[src/ble_pkg.sv]
// ----------------------------------------------------------------------------
// ble_pkg
// Constants, register indexes and sequencer states of the battery level
// estimator.
// ----------------------------------------------------------------------------
package ble_pkg;

  // burst shape: warm-up reads are dropped, averaged reads are summed
  localparam int WARMUP_READS   = 4;
  localparam int AVERAGED_READS = 12;
  localparam int BURST_LEN      = WARMUP_READS + AVERAGED_READS;
  localparam int POS_W          = 5;

  // adc scaling: pin_mv = raw * ADC_REF_MV / ADC_FULL_CODE
  localparam int ADC_REF_MV     = 3300;
  localparam int ADC_FULL_CODE  = 4095;
  localparam int PERCENT_FULL   = 100;
  localparam int Q8_HALF        = 128;

  // shared restoring divider: 24-bit dividend, 16-bit divisor
  localparam int DIV_STEPS      = 24;
  localparam int DIV_CNT_W      = 5;

  // configuration reset values
  localparam logic [15:0] EMPTY_MV_RESET = 16'd3300;
  localparam logic [15:0] FULL_MV_RESET  = 16'd4200;
  localparam logic [15:0] OPEN_MV_RESET  = 16'd2500;
  localparam logic [11:0] RATIO_RESET    = 12'd512;

  typedef enum logic [1:0] {
    REG_EMPTY_MV = 2'd0,
    REG_FULL_MV  = 2'd1,
    REG_OPEN_MV  = 2'd2,
    REG_RATIO_Q8 = 2'd3
  } cfg_reg_t;

  typedef enum logic [9:0] {
    ST_IDLE    = 10'b00_0000_0001,
    ST_AVG_DIV = 10'b00_0000_0010,
    ST_MUL_PIN = 10'b00_0000_0100,
    ST_PIN_DIV = 10'b00_0000_1000,
    ST_MUL_BAT = 10'b00_0001_0000,
    ST_VBAT    = 10'b00_0010_0000,
    ST_CLASS   = 10'b00_0100_0000,
    ST_MUL_PCT = 10'b00_1000_0000,
    ST_PCT_DIV = 10'b01_0000_0000,
    ST_SMOOTH  = 10'b10_0000_0000
  } state_t;

endpackage

[src/battery_level_estimator_unit.sv]
// ----------------------------------------------------------------------------
// battery_level_estimator_unit
// Averages a burst of ADC reads and turns the average into battery millivolts
// and a smoothed charge percent, one result per burst.
// ----------------------------------------------------------------------------
//
// channel   direction  handshake          payload
// s_*       in         s_tvalid/s_tready  tdata: sample_raw, tuser: sample_ok
// m_*       out        m_tvalid/m_tready  tdata: battery_mv, level_percent,
//                                         tuser: read_failed
// cfg_*     in         cfg_we             cfg_addr, cfg_wdata
//
// Every item but the last of a burst is taken while the sequencer is idle. The
// last item starts it if the burst held a good read: a pass of the shared
// 24-step restoring divider by the good count, another by the full-empty span
// if the percent needs division, up to seven more steps. rst is synchronous and
// active high. s_tready is low while the sequencer runs, and low for the last
// item of a burst while an earlier result still waits in the output register.

module battery_level_estimator_unit (
  input  logic        clk,
  input  logic        rst,
  input  logic        s_tvalid,
  output logic        s_tready,
  input  logic [15:0] s_tdata,    // [11:0] sample_raw
  input  logic        s_tuser,    // [0] sample_ok
  output logic        m_tvalid,
  input  logic        m_tready,
  output logic [31:0] m_tdata,    // [16:0] battery_mv, [24:17] level_percent
  output logic        m_tuser,    // [0] read_failed
  input  logic        cfg_we,
  input  logic [1:0]  cfg_addr,
  input  logic [15:0] cfg_wdata
);

  ble_pkg::state_t state;

  logic [15:0] empty_mv;
  logic [15:0] full_mv;
  logic [15:0] open_mv;
  logic [11:0] ratio_q8;

  logic [ble_pkg::POS_W-1:0] burst_pos;
  logic [15:0] raw_sum;
  logic [3:0]  good_reads;
  logic signed [7:0]  last_percent;
  logic signed [16:0] last_mv;
  logic        out_valid;
  logic        out_failed;

  // shared divider
  logic [23:0] quo;
  logic [15:0] rem;
  logic [15:0] den;
  logic [ble_pkg::DIV_CNT_W-1:0] div_cnt;
  logic [16:0] div_trial;
  logic [16:0] div_diff;
  logic        div_ge;
  logic        div_done;

  // shared multiplier
  logic [15:0] mul_a;
  logic [11:0] mul_b;
  logic [27:0] mul_p;

  logic [23:0] prod;
  logic [24:0] pin_sum;
  logic [15:0] vbat;
  logic [24:0] vbat_round;
  logic [15:0] span_diff;
  logic signed [7:0] pct;
  logic [8:0]  smooth_sum;

  logic        accept;
  logic        last_read;
  logic [15:0] raw_sum_next;
  logic [3:0]  good_reads_next;
  logic        take_read;

  assign last_read = (burst_pos == ble_pkg::POS_W'(ble_pkg::BURST_LEN - 1));
  assign s_tready  = (state == ble_pkg::ST_IDLE) && !(out_valid && last_read);
  assign accept    = s_tvalid && s_tready;
  assign take_read = (burst_pos >= ble_pkg::POS_W'(ble_pkg::WARMUP_READS)) && s_tuser;

  always_comb begin
    raw_sum_next    = raw_sum;
    good_reads_next = good_reads;
    if (take_read) begin
      raw_sum_next    = raw_sum + {4'd0, s_tdata[11:0]};
      good_reads_next = good_reads + 4'd1;
    end
  end

  // one restoring step per cycle
  assign div_trial = {rem, quo[23]};
  assign div_diff  = div_trial - {1'b0, den};
  assign div_ge    = (div_trial >= {1'b0, den});
  assign div_done  = (div_cnt == ble_pkg::DIV_CNT_W'(ble_pkg::DIV_STEPS - 1));

  // x / 4095 as (x + (x >> 12) + 1) >> 12, exact while the quotient fits 12 bits
  assign pin_sum = {1'b0, quo} + {13'd0, quo[23:12]} + 25'd1;

  always_comb begin
    mul_a = {4'd0, quo[11:0]};
    mul_b = 12'(ble_pkg::ADC_REF_MV);
    unique case (state)
      ble_pkg::ST_MUL_BAT: begin
        mul_a = {4'd0, quo[11:0]};
        mul_b = ratio_q8;
      end
      ble_pkg::ST_MUL_PCT: begin
        mul_a = span_diff;
        mul_b = 12'(ble_pkg::PERCENT_FULL);
      end
      default: begin
        mul_a = {4'd0, quo[11:0]};
        mul_b = 12'(ble_pkg::ADC_REF_MV);
      end
    endcase
  end

  assign mul_p      = 28'(mul_a) * 28'(mul_b);
  assign vbat_round = {1'b0, prod} + 25'(ble_pkg::Q8_HALF);
  assign smooth_sum = 9'(last_percent[6:0]) * 9'd3 + 9'(pct[6:0]);

  // configuration writes
  always_ff @(posedge clk) begin
    if (rst) begin
      empty_mv <= ble_pkg::EMPTY_MV_RESET;
      full_mv  <= ble_pkg::FULL_MV_RESET;
      open_mv  <= ble_pkg::OPEN_MV_RESET;
      ratio_q8 <= ble_pkg::RATIO_RESET;
    end else if (cfg_we) begin
      unique case (cfg_addr)
        ble_pkg::REG_EMPTY_MV: empty_mv <= cfg_wdata;
        ble_pkg::REG_FULL_MV:  full_mv  <= cfg_wdata;
        ble_pkg::REG_OPEN_MV:  open_mv  <= cfg_wdata;
        ble_pkg::REG_RATIO_Q8: ratio_q8 <= cfg_wdata[11:0];
        default: ;
      endcase
    end
  end

  // control state
  always_ff @(posedge clk) begin
    if (rst) begin
      state        <= ble_pkg::ST_IDLE;
      burst_pos    <= '0;
      raw_sum      <= '0;
      good_reads   <= '0;
      last_percent <= -8'sd1;
      last_mv      <= -17'sd1;
      out_valid    <= 1'b0;
      out_failed   <= 1'b0;
    end else begin
      if (m_tvalid && m_tready) begin
        out_valid <= 1'b0;
      end
      unique case (state)
        ble_pkg::ST_IDLE: begin
          if (accept) begin
            if (last_read) begin
              burst_pos  <= '0;
              raw_sum    <= '0;
              good_reads <= '0;
              if (good_reads_next == 4'd0) begin
                // nothing good in the burst: held values, failure flag
                out_failed <= 1'b1;
                out_valid  <= 1'b1;
              end else begin
                state <= ble_pkg::ST_AVG_DIV;
              end
            end else begin
              burst_pos  <= burst_pos + 1'b1;
              raw_sum    <= raw_sum_next;
              good_reads <= good_reads_next;
            end
          end
        end
        ble_pkg::ST_AVG_DIV: if (div_done) state <= ble_pkg::ST_MUL_PIN;
        ble_pkg::ST_MUL_PIN: state <= ble_pkg::ST_PIN_DIV;
        ble_pkg::ST_PIN_DIV: state <= ble_pkg::ST_MUL_BAT;
        ble_pkg::ST_MUL_BAT: state <= ble_pkg::ST_VBAT;
        ble_pkg::ST_VBAT:    state <= ble_pkg::ST_CLASS;
        ble_pkg::ST_CLASS: begin
          if ((vbat < open_mv) || (vbat <= empty_mv) || (vbat >= full_mv)) begin
            state <= ble_pkg::ST_SMOOTH;
          end else begin
            state <= ble_pkg::ST_MUL_PCT;
          end
        end
        ble_pkg::ST_MUL_PCT: state <= ble_pkg::ST_PCT_DIV;
        ble_pkg::ST_PCT_DIV: if (div_done) state <= ble_pkg::ST_SMOOTH;
        ble_pkg::ST_SMOOTH: begin
          if (!pct[7] && !last_percent[7]) begin
            last_percent <= {1'b0, smooth_sum[8:2]};
          end else begin
            last_percent <= pct;
          end
          last_mv    <= {1'b0, vbat};
          out_failed <= 1'b0;
          out_valid  <= 1'b1;
          state      <= ble_pkg::ST_IDLE;
        end
        default: state <= ble_pkg::ST_IDLE;
      endcase
    end
  end

  // datapath
  always_ff @(posedge clk) begin
    unique case (state)
      ble_pkg::ST_IDLE: begin
        quo     <= {8'd0, raw_sum_next};
        rem     <= '0;
        den     <= {12'd0, good_reads_next};
        div_cnt <= '0;
      end
      ble_pkg::ST_AVG_DIV, ble_pkg::ST_PCT_DIV: begin
        rem     <= div_ge ? div_diff[15:0] : div_trial[15:0];
        quo     <= {quo[22:0], div_ge};
        div_cnt <= div_cnt + 1'b1;
      end
      ble_pkg::ST_MUL_PIN: begin
        quo <= mul_p[23:0];
      end
      ble_pkg::ST_PIN_DIV: begin
        quo <= {11'd0, pin_sum[24:12]};
      end
      ble_pkg::ST_MUL_BAT: begin
        prod <= mul_p[23:0];
      end
      ble_pkg::ST_VBAT: begin
        vbat <= (vbat_round[24]) ? 16'hFFFF : vbat_round[23:8];
      end
      ble_pkg::ST_CLASS: begin
        span_diff <= vbat - empty_mv;
        if (vbat < open_mv) begin
          pct <= -8'sd1;
        end else if (vbat <= empty_mv) begin
          pct <= 8'sd0;
        end else if (vbat >= full_mv) begin
          pct <= 8'(ble_pkg::PERCENT_FULL);
        end
      end
      ble_pkg::ST_MUL_PCT: begin
        quo     <= mul_p[23:0];
        rem     <= '0;
        den     <= full_mv - empty_mv;
        div_cnt <= '0;
      end
      ble_pkg::ST_SMOOTH: ;
      default: ;
    endcase
    // quotient of the span division is below one hundred
    if ((state == ble_pkg::ST_PCT_DIV) && div_done) begin
      pct <= {1'b0, quo[5:0], div_ge};
    end
  end

  assign m_tvalid = out_valid;
  assign m_tdata  = {7'd0, last_percent, last_mv};
  assign m_tuser  = out_failed;

  // a result never waits while the sequencer overwrites the held values
  assert property (@(posedge clk) disable iff (rst)
    (state != ble_pkg::ST_IDLE) |-> !out_valid)
    else $error("sequencer running with a result pending");

  // divider remainder stays below the divisor
  assert property (@(posedge clk) disable iff (rst)
    ((state == ble_pkg::ST_AVG_DIV) || (state == ble_pkg::ST_PCT_DIV)) |-> (rem < den))
    else $error("divider remainder out of range");

  // reported percent is unknown or within zero to one hundred
  assert property (@(posedge clk) disable iff (rst)
    m_tvalid |-> ((last_percent >= -8'sd1) && (last_percent <= 8'sd100)))
    else $error("percent out of range");

  // burst counter wraps at the burst length
  assert property (@(posedge clk) disable iff (rst)
    (accept && last_read) |=> (burst_pos == '0))
    else $error("burst position did not restart");

endmodule
[config.mk]
export PLATFORM = sky130hd
export DESIGN_NAME = battery_level_estimator_unit
export DESIGN_NICKNAME = d
export VERILOG_FILES = /design/src/ble_pkg.sv /design/src/battery_level_estimator_unit.sv
export SDC_FILE = /design/constraint.sdc
export NUM_CORES = 1
export LEC_CHECK = 0
export BUFFER_PORTS_ARGS = -buffer_cell sky130_fd_sc_hd__buf_4
export CORE_ASPECT_RATIO = 1.5
export CORE_MARGIN = 1.5
export CORE_UTILIZATION = 35
export DETAILED_ROUTE_END_ITERATION = 12
export PLACE_DENSITY_LB_ADDON = 0.15
export SLEW_MARGIN = 20
export SYNTH_ARGS = -nofsm -noshare
export SYNTH_HDL_FRONTEND = slang
export SYNTH_SLANG_ARGS = --single-unit
[constraint.sdc]
create_clock -name clk -period 6.2 [get_ports clk]
set_input_delay 1.24 -clock clk [delete_from_list [all_inputs] [get_ports clk]]
set_output_delay 1.24 -clock clk [all_outputs]
set_load 0.05 [all_outputs]
After elaboration in Yosys (flattened, before gate mapping). Cells that the tools add are included.

Register bits: 247. Output and inout bits: 35. Input port bits: 40. Logic and storage cells: 127.

Multiply operators: 2. Reductions and logical operators: 33. Mux-type cells: 34. Add/subtract/negate cells: 11. Magnitude comparators: 5. Equal/unequal tests: 21.

Operators with widths (count): one-hot mux 24 bit (4 select lines) (1); one-hot mux 10 bit (9 select lines) (1); two-way mux 16 bit (4); one-hot mux 16 bit (2 select lines) (2); two-way mux 10 bit (6); subtractor 16 bit (3); two-way mux 8 bit (4); adder 24 x 12 -> 25 bit (1); adder 24 x 8 -> 25 bit (second input constant) (1); adder 25 x 1 -> 25 bit (second input constant) (1); multiplier 16 x 12 -> 24 bit (1); one-hot mux 12 bit (2 select lines) (1); >= comparator 17 x 16 -> 1 bit (1); adder 16 x 12 -> 16 bit (1); >= comparator 16 bit (1); <= comparator 16 bit (1); < comparator 16 bit (1); two-way mux 7 bit (2); AND reduction 2 bit (7); adder 5 x 1 -> 5 bit (second input constant) (2); equality test 10 x 1 -> 1 bit (second input constant) (1); equality test 10 bit (second input constant) (1); equality test 10 x 2 -> 1 bit (second input constant) (1); equality test 10 x 3 -> 1 bit (second input constant) (1); 32 further kinds (60).

Depth between registers and ports, before layout. Gate-level depths: netlist (run 1).

Depth in word-level cells: 8. Gate-level depth with buffers: 28. Gate-level depth less buffers: 26.

Least setup slack after synthesis (run 1). Ideal clock, no wire load.

Path type: reg-to-reg. From: reg state[3]. To: reg quo[22], data pin. Path buffers: 3. Arrival time: 6.551 ns. Slack: -0.608 ns. Data required time: 5.944 ns. Cell stages (with the launch flop): 28. Setup time: 0.256 ns. Period minus slack after synthesis: 6.808 ns. Cells stage by stage: dfxtp_1 > clkbuf_1 > nor2_1 > nand2_1 > nor3_1 > nand4b_1 > inv_1 > buf_2 > and2_1 > clkbuf_1 > nand2_1 > fa_1 > fa_1 > fa_1 > inv_1 > fa_1 > inv_1 > fa_1 > inv_1 > ha_1 > o21a_1 > o21ai_0 > or3_1 > a21boi_0 > o221a_2 > a41o_1 > xor2_1 > a22o_1.

Longest elaborated chain between the ends: 4. Elaborated cells between the ends (all ways): 13. Classes of those cells: mul: 1; eq/ne: 7; mux: 3; reduce/logical: 2.

RTL lines: from (decl) (line battery_level_estimator_unit.sv:36) `ble_pkg::state_t state;`; from (signal assigned) (line battery_level_estimator_unit.sv:147) `state <= ble_pkg::ST_IDLE;`; from (signal assigned) (line battery_level_estimator_unit.sv:171) `state <= ble_pkg::ST_AVG_DIV;`; from (signal assigned) (line battery_level_estimator_unit.sv:180) `ble_pkg::ST_AVG_DIV: if (div_done) state <= ble_pkg::ST_MUL_PIN;`; equality test 10 x 8 -> 1 bit / equality test 10 x 5 -> 1 bit (equally long branches) (line battery_level_estimator_unit.sv:106) `unique case (state)`; one-hot mux 12 bit (2 select lines) / two-way mux 16 bit (equally long branches) (line battery_level_estimator_unit.sv:106); multiplier 16 x 12 -> 24 bit * (line battery_level_estimator_unit.sv:122) `assign mul_p = 28'(mul_a) * 28'(mul_b);`; via mul_p[22] (line battery_level_estimator_unit.sv:64) `logic [27:0] mul_p;`; one-hot mux 24 bit (4 select lines) * (line battery_level_estimator_unit.sv:212) `unique case (state)`; to (signal assigned) (line battery_level_estimator_unit.sv:214) `quo <= {8'd0, raw_sum_next};`; to (signal assigned) (line battery_level_estimator_unit.sv:221) `quo <= {quo[22:0], div_ge};`; to (signal assigned) (line battery_level_estimator_unit.sv:225) `quo <= mul_p[23:0];`; to (decl) (line battery_level_estimator_unit.sv:52) `logic [23:0] quo;`.

Mark *: on every way through the listed nets, which the timed path passes. The rest lies on a longest branch. A chain may end at the register's enable or synchronous reset.

Worst setup path after layout (run 1).
From: reg state[4]. To: reg quo[22], data pin.

Same word-level chain as after synthesis.

==> results by stage, run 1 <==
Die:
- During I/O placement, the number of pins put on the boundary was 75.
- The total die area is 57700 µm².
- The floorplan step set the die height to 293 µm.
- The floorplan step set the die width to 197 µm.
- For this configuration, the core starts out at a cell density of 0.353.
- The floorplan has 106 rows.
- The region available for standard cell placement spans 55700 µm².

Pwr:
- In this run the static leakage power is 10.4 nW.
- The power density relative to cell area is 162 nW/µm².
- The worst vdd rail ir drop is 156 µV.

Detailed routing:
- After detailed routing, the number of remaining DRC violations is 0.
- The number of design-rule violations left by the first detailed-router iteration is 729.
- The pre-antenna-repair detailed-routing pass consisted of 5 iterations.
- After detailed routing, the total wire length is 58.1 mm.
- Once detail routing completed, the nets flagged for antenna violations numbered 0.
- Detailed routing inserted a total of 16252 vias.
- The detail-routed net length per standard cell is 18.4 µm.
- The via density per instance is 5.15.

Layout:
- The count of fill cells added during filler insertion is 5483.
- The number of nets in the final layout is 2784.
- The count of antenna diodes in the layout is 0.
- Leaving out fill and tap cells, the most frequent cells in the layout are 348 x sky130_fd_sc_hd__nand2_1, 254 x sky130_fd_sc_hd__inv_1, 224 x sky130_fd_sc_hd__buf_4.
- From synthesis to final layout, the design area changed by 22.4%.
- The share of final-layout standard cells stronger than drive strength 1 is 0.184.
- Leaving out fill and tap cells, the most frequent cell in the layout is sky130_fd_sc_hd__nand2_1.

Clock network:
- For this design, the CTS-stage hold fixing added 0 buffers.
- TritonCTS built the clock tree.
- The clock passes through at most 3 buffers.
- After clock tree synthesis, the clock-pin slew on the worst setup and hold paths is 0.06 ns.
- Clock tree synthesis found a total of 240 sinks.
- CTS built an H-tree with a depth of 1.
- For the worst-skew pair, the clock arrives at the later sink with an insertion delay of 0.55 ns.
- TritonCTS created 25 clock buffers.
- In this run the clock root is driven by a sky130_fd_sc_hd__clkbuf_16.

Timing:
- For the pin with the worst max-slew slack, the measured transition is 1.07 ns.
- The worst hold slack is 0.455 ns.
- The final worst setup slack is -0.330 ns.
- Of the available clock period, the critical path in the final layout requires 1.05.
- The number of max-slew violations in the final report is 0.
- The count of final hold-check violations was 0.
- Setup violations remaining at the end of the flow were counted as 16.
- The setup clock skew after layout is 0.00885 ns.
- Adding up every negative setup slack in the final design gives -2.73 ns.
- Setup repair after global routing could not meet its margin everywhere.
- Static timing analysis puts the maximum clock frequency at 0.153 GHz.
- The relative slew slack is 0.286.
- The minimum clock period after layout is 6.53 ns.

Synth:
- The main flop type after synthesis is sky130_fd_sc_hd__dfxtp_1.
- The top-area cell type share of the netlist area is 0.179.
- After synthesis, the mean cell area works out to 8.88 µm².
- The number of flops mapped to enable cells by yosys is 117.
- The distinct cell type count of the synthesized netlist is 80.
- The synthesis warning total is 0.
- The gate count of the mapped netlist is 2214.
- Of all cell types, the one taking the most synthesized area is sky130_fd_sc_hd__edfxtp_1.
- The post-synthesis instance area is 19700 µm².
- In this run, synthesis produced a sequential element count of 240.
- In the synthesized netlist the async set-or-reset flop fraction comes to 0.
- Ranked by total cell area, the synthesized netlist is headed by sky130_fd_sc_hd__edfxtp_1 18%, sky130_fd_sc_hd__fa_1 15%, sky130_fd_sc_hd__dfxtp_1 13%.
- The sequential share of the synthesized area is 0.304.

Critical path:
- STA puts the critical path data required time at 6.50 ns.
- In this design, the stage delay of the slowest critical-path cell is 0.59 ns.
- The kind of cell with the highest combined delay on the critical path is adder cells.
- The largest driver fanout on the critical path is 6.
- The startpoint kind of the worst setup timing path is a flip-flop.
- The slowest cell on the critical path is sky130_fd_sc_hd__fa_1.
- The sum of buffers and inverters on the critical path is 6.
- The kind of end point of the critical path is a flip-flop.
- The critical path is of the flip-flop to flip-flop type.
- Data arrives at the worst endpoint at 6.83 ns.
- The signal on the critical path passes through nor4_4 > nand3_2 > nor3b_4 > buf_12 > buf_12 > buf_8 > buf_6 > mux2i_4 > nor2_2 > fa_1 > fa_1 > fa_1 > fa_1 > inv_2 > fa_1 > inv_2 > ha_4 > nand2_2 > or3_4 > a21boi_4 > o221a_4 > a41o_1 > xor2_2 > a22o_1.
- In this design, the critical path's most frequently occurring cell is sky130_fd_sc_hd__fa_1.

Global routing:
- Entering global routing, the biggest net connects 78 pins.
- Summed over all layers, the global routing overflow is 0.
- The first-pass GRT wire length is 91.4 mm.
- The number of antenna violations at the first check in global routing is 0.
- The overall routing resource usage is 0.204.
- The number of global-route vias before repair is 16760.

Flow run:
- Across the run, the number of max-cap violations was 0.

Status:
- The flow ran to the end, but the final reports show violations.
- The checks that failed: negative setup slack.

Place:
- The count of input and output buffers is 63.
- Routability-driven placement finished with a final weighted congestion of 0.915.
- The total half-perimeter wirelength after legalization and detailed placement is 46.8 mm.
- The setup slack after placement is -0.699 ns.

Hold path:
- The kind of path behind the tightest hold check is flip-flop to flip-flop.
## cell families (layout without fill, tap and decap cells)
kind of cell / count (synthesis) / count (layout) / synth area share
and+or+nand+nor: 770 / 770 / 0.177
AOI/OAI and AO/OA: 420 / 420 / 0.142
buffers and inverters: 351 / 562 / 0.0694
adders and majority gates: 307 / 307 / 0.251
DFF: 240 / 240 / 0.304
xor gates and xnor gates: 97 / 97 / 0.0432
muxes: 27 / 27 / 0.0138
other: 2 / 33 / 0.000382
## synth_stat cells, drive strengths merged (15+ instances only)
cell	count
and3	20
o21a	17
edfxtp	117
nand4	22
mux2i	26
nand2b	24
a211oi	20
fa	146
a21o	34
nand3	55
xor2	29
a21oi	139
buf	18
ha	161
nor2	149
or3	15
o21ai	68
dfxtp	123
nor3	31
o211ai	32
clkbuf	67
inv	265
xnor2	68
nor2b	16
and2	18
nand2	377
a22oi	15
## stage by stage
stage                util  std cells  area, µm²  power, mW
global placement    0.397       3075      22100       2.29
detailed placement  0.397       3075      22100       2.30
global route        0.432       3158      24100       4.06
floorplan               -       2245      20000       2.07
CTS                 0.423       3143      23600       3.92
finish              0.432       3158      24100       3.91
## final cells by class
class                      instances  area [µm²]  area share
multi-input combinational       1654       13300       0.552
sequential                       240        5980       0.248
timing repair buffer             250        2070      0.0861
inverter                         266        1000      0.0416
tap                              702         878      0.0365
clock buffer                      39         752      0.0312
clock inverter                     7         103     0.00426
## sequential cells by signal (all words and copies together) (netlist names), 4 cells and up
register,count
quo,24
span_diff,16
den,16
burst_pos,5
vbat,16
ratio_q8,12
div_cnt,5
rem,16
last_percent,8
pct,8
prod,17
raw_sum,16
full_mv,16
state,10
last_mv,17
empty_mv,16
open_mv,16
good_reads,4
## final timing paths
path | start | to | slack (ns) | cells after the start
min | empty_mv[4]$_SDFFE_PP0P_ | empty_mv[4]$_SDFFE_PP0P_ | 0.45 | 2
min reg2reg | empty_mv[4]$_SDFFE_PP0P_ | empty_mv[4]$_SDFFE_PP0P_ | 0.45 | 2
max reg2reg | state[4]$_SDFFE_PP0P_ | quo[22]$_DFFE_PP_ | -0.33 | 24
max | state[4]$_SDFFE_PP0P_ | quo[22]$_DFFE_PP_ | -0.33 | 24
## power by group
| group | internal (mW) | switching (mW) |
|---|---|---|
| clock network | 0.924 | 0.652 |
| registers | 1.68 | 0.0119 |
| logic | 0.281 | 0.359 |
| total | 2.88 | 1.02 |
## repair_timing
action,4_1_cts,5_1_grt
resized for setup,87,89
setup endpoints to repair,27,26
gates cloned,1,0
setup buffers,23,15
pin swaps,69,75
## worst min-delay path, stage by stage (launching register included)
cell,delay (ns)
sky130_fd_sc_hd__dfxtp_1,0.31
sky130_fd_sc_hd__nand2_1,0.05
sky130_fd_sc_hd__a21oi_1,0.05
## metal layers
| layer | vias to the layer above | GRT usage | wire (µm) |
|---|---|---|---|
| met5 | - | 0 | 0 |
| li1 | 7925 | - | - |
| met3 | 87 | 0.0124 | 1200 |
| met1 | 7976 | 0.228 | 22800 |
| met2 | 264 | 0.394 | 31400 |
| met4 | 0 | 0.0884 | 2600 |
(Power assumes the default switching activity.)
==> run 2: changes to the inputs <==
--- a/config.mk
+++ b/config.mk
@@ -6,11 +6,13 @@
 export NUM_CORES = 1
 export LEC_CHECK = 0
 export BUFFER_PORTS_ARGS = -buffer_cell sky130_fd_sc_hd__buf_4
+export CELL_PAD_IN_SITES_DETAIL_PLACEMENT = 0
+export CELL_PAD_IN_SITES_GLOBAL_PLACEMENT = 1
 export CORE_ASPECT_RATIO = 1.5
 export CORE_MARGIN = 1.5
 export CORE_UTILIZATION = 35
 export DETAILED_ROUTE_END_ITERATION = 12
-export PLACE_DENSITY_LB_ADDON = 0.15
+export PLACE_DENSITY = 0.75
 export SLEW_MARGIN = 20
 export SYNTH_ARGS = -nofsm -noshare
 export SYNTH_HDL_FRONTEND = slang
==> results by stage, run 2 (same netlist as run 1, synthesis figures left out) <==
Status:
- The flow ran to the end, but the final reports show violations.
- The checks that failed: negative setup slack.

Detailed routing:
- The length of routed wiring on met1 is 22.2 mm.
- The count of antenna-violating nets left after detailed routing is 0.
- The highest signal layer in the routed design is met4.
- The detailed-routing iteration count for the pre-antenna-repair pass is 6.
- The detail-routed net length per standard cell is 18.7 µm.
- In the routed design, unresolved DRC markers number 0.
- Wire segments on met3 add up to 1.65 mm in the final route.
- Summed over all nets, wire length on met2 after detailed routing comes to 31.7 mm.
- The number of design-rule violations left by the first detailed-router iteration is 862.
- The number of vias after detailed routing is 16506.
- In the routed layout, each cell is associated on average with a via count of 5.23.
- The sum of routed wire length over all layers is 59.0 mm.

Die:
- During I/O placement, the number of pins put on the boundary was 75.
- The standard-cell row count is 106.
- The die is 293 µm tall.
- The initial core utilization is 0.353.
- The die outline width is 197 µm.
- The die covers 57700 µm².
- The core outline area is 55700 µm².

Timing:
- Setup repair after global routing could not meet its margin everywhere.
- The final-layout setup total negative slack is -3.06 ns.
- Of the available clock period, the critical path in the final layout requires 1.05.
- The count of final hold-check violations came to 0.
- The final worst setup slack is -0.281 ns.
- The relative slew slack is 0.295.
- The setup clock skew after layout is 0.0227 ns.
- Setup violations remaining at the end of the flow were counted as 17.
- The worst hold slack is 0.447 ns.
- The pin slew with the least headroom to its limit is 1.05 ns.
- After layout, the minimum clock period comes to 6.48 ns.
- The highest attainable clock frequency is 0.154 GHz.
- The number of max-slew violations in the final report is 0.

Layout:
- The most frequent standard cell in the layout excluding fill and tap cells is sky130_fd_sc_hd__nand2_1.
- After filler insertion, the fill cell instance count of the layout stands at 5378.
- Leaving out filler cells and counting taps, the final layout contains 3158.
- Once layout is complete, the utilization of the core stands at 0.435.
- The largest registers in the layout are quo x24, last_mv x17, prod x17.
- Relative to the synthesized area, the layout overhead comes to 23.1%.
- The flip-flop count of the largest register after layout is 24.
- The share of final-layout standard cells stronger than drive strength 1 is 0.195.
- The repair_antennas step left the layout with diodes totalling 0.
- For this run, the post-layout net count is 2785.
- The register with the highest flop count is quo.
- The top cell types in the final layout, fill and taps aside, are 335 x sky130_fd_sc_hd__nand2_1, 244 x sky130_fd_sc_hd__inv_1, 220 x sky130_fd_sc_hd__buf_4.

Critical path:
- Counting stages on the worst path, the most repeated cell is sky130_fd_sc_hd__fa_1.
- Along the worst path, the maximum fanout reaches 5.
- The data required time of the worst path is 6.51 ns.
- The critical path contains buffers and inverters numbering 8 combined.
- On the critical path the largest part of the delay comes from adder cells.
- The endpoint arrival time on the critical path is 6.79 ns.
- The setup path with the least slack is of type flip-flop to flip-flop.
- For this run, the slowest stage of the critical path takes 0.54 ns.
- The worst setup path is launched from a flip-flop.
- Among all stages on the critical path, the largest delay is contributed by sky130_fd_sc_hd__fa_1.
- STA classifies the critical path endpoint as a flip-flop.

Place:
- Once placement completed, the tool counted placed cells totaling 3068.
- OpenSTA, run right after detailed placement, puts the worst setup slack at -0.562 ns.
- Once detailed placement completed, the half-perimeter wirelength came to 46.4 mm.
- The count of input and output buffers is 63.
- The placer's final routability congestion estimate is 0.898.

Pwr:
- The analysis attributes to cell leakage a power of 10.5 nW.
- For this design the ratio of total power to cell area is 158 nW/µm².
- The worst vdd rail ir drop is 165 µV.

Clock network:
- In this run the number of H-tree levels came out at 1.
- The longest clock path from root to sink contains 3 buffers.
- The clock transition at the register clock pins on the worst setup and hold paths after CTS is 0.07 ns.
- In this run the clock root is driven by a sky130_fd_sc_hd__clkbuf_16.
- The clock latency of the later-clocked register in the worst-skew pair is 0.55 ns.
- TritonCTS built the clock tree.
- For this design, the sink count on the clock tree is 240.
- Hold repair after CTS inserted 0 buffers.
- Counting the buffers created by CTS gives 24.

Global routing:
- The number of antenna violations at the first check in global routing is 0.
- Entering global routing, the biggest net connects 78 pins.
- The overall routing resource usage is 0.207.
- The number of global-route vias before repair came to 17018.
- The first global-routing pass estimated 92.8 mm of wire.
- The residual overflow from global routing is 0.

Flow run:
- Across the run, the number of max-cap violations was 0.

Hold path:
- The kind of path behind the tightest hold check is flip-flop to flip-flop.
==> run 2: changes by cell type in the layout (fill, tap and decap cells not counted), moves of 4 or more <==
cell and change:
sky130_fd_sc_hd__inv_2 +11, sky130_fd_sc_hd__nand2_1 -13, sky130_fd_sc_hd__buf_6 +6, sky130_fd_sc_hd__nand2_4 +6, sky130_fd_sc_hd__nand2_8 +4, sky130_fd_sc_hd__inv_1 -10
sky130_fd_sc_hd__buf_4 -4
==> run 2: worst min-delay path, delay by kind of cell, from the launching register on <==
kind | cells | cell delay (ns)
flip-flops | 1 | 0.31
AND/OR/NAND/NOR | 2 | 0.09
==> run 2: metal layers <==
layer / up-vias / GRT usage
li1: 7937 / -
met1: 8062 / 0.228
met2: 359 / 0.394
met3: 148 / 0.0138
met4: 0 / 0.111
met5: - / 0
==> run 2: worst paths after layout <==
check	startpoint	endpoint	cells after the start	slack, ns
max	state[9]$_SDFFE_PP0P_	quo[21]$_DFFE_PP_	27	-0.28
max reg2reg	state[9]$_SDFFE_PP0P_	quo[21]$_DFFE_PP_	27	-0.28
min reg2reg	last_mv[16]$_SDFFE_PP1P_	last_mv[16]$_SDFFE_PP1P_	2	0.45
min	last_mv[16]$_SDFFE_PP1P_	last_mv[16]$_SDFFE_PP1P_	2	0.45
==> run 2: power breakdown <==
group	switching [mW]	internal [mW]	leakage, nW
sequential	0.0124	1.68	2.26
clock	0.651	0.820	0.380
combinational	0.379	0.289	7.91
==> run 2: cell type report <==
cell class | count | area (µm²) | area share
clock inverter | 10 | 96.3 | 0.00398
multi-input combinational | 1654 | 13500 | 0.556
clock buffer | 34 | 688 | 0.0284
timing repair buffer | 252 | 2110 | 0.0873
tap | 702 | 878 | 0.0363
sequential | 240 | 5980 | 0.247
inverter | 266 | 998 | 0.0412
==> run 2: stage by stage <==
| stage | area [µm²] | total power, mW |
|---|---|---|
| after floorplan | 20000 | 2.07 |
| after detailed placement | 22100 | 2.28 |
| after CTS | 23700 | 3.82 |
| after global placement | 22100 | 2.28 |
| final | 24200 | 3.83 |
| after global routing | 24200 | 3.96 |
==> run 2: repair_timing <==
action                     CTS  global route
setup endpoints to repair   25            26
hold endpoints to repair     0             0
pin swaps                  102            74
buffers inserted            36            14
gates resized for setup    125            96
gates cloned                 1             1
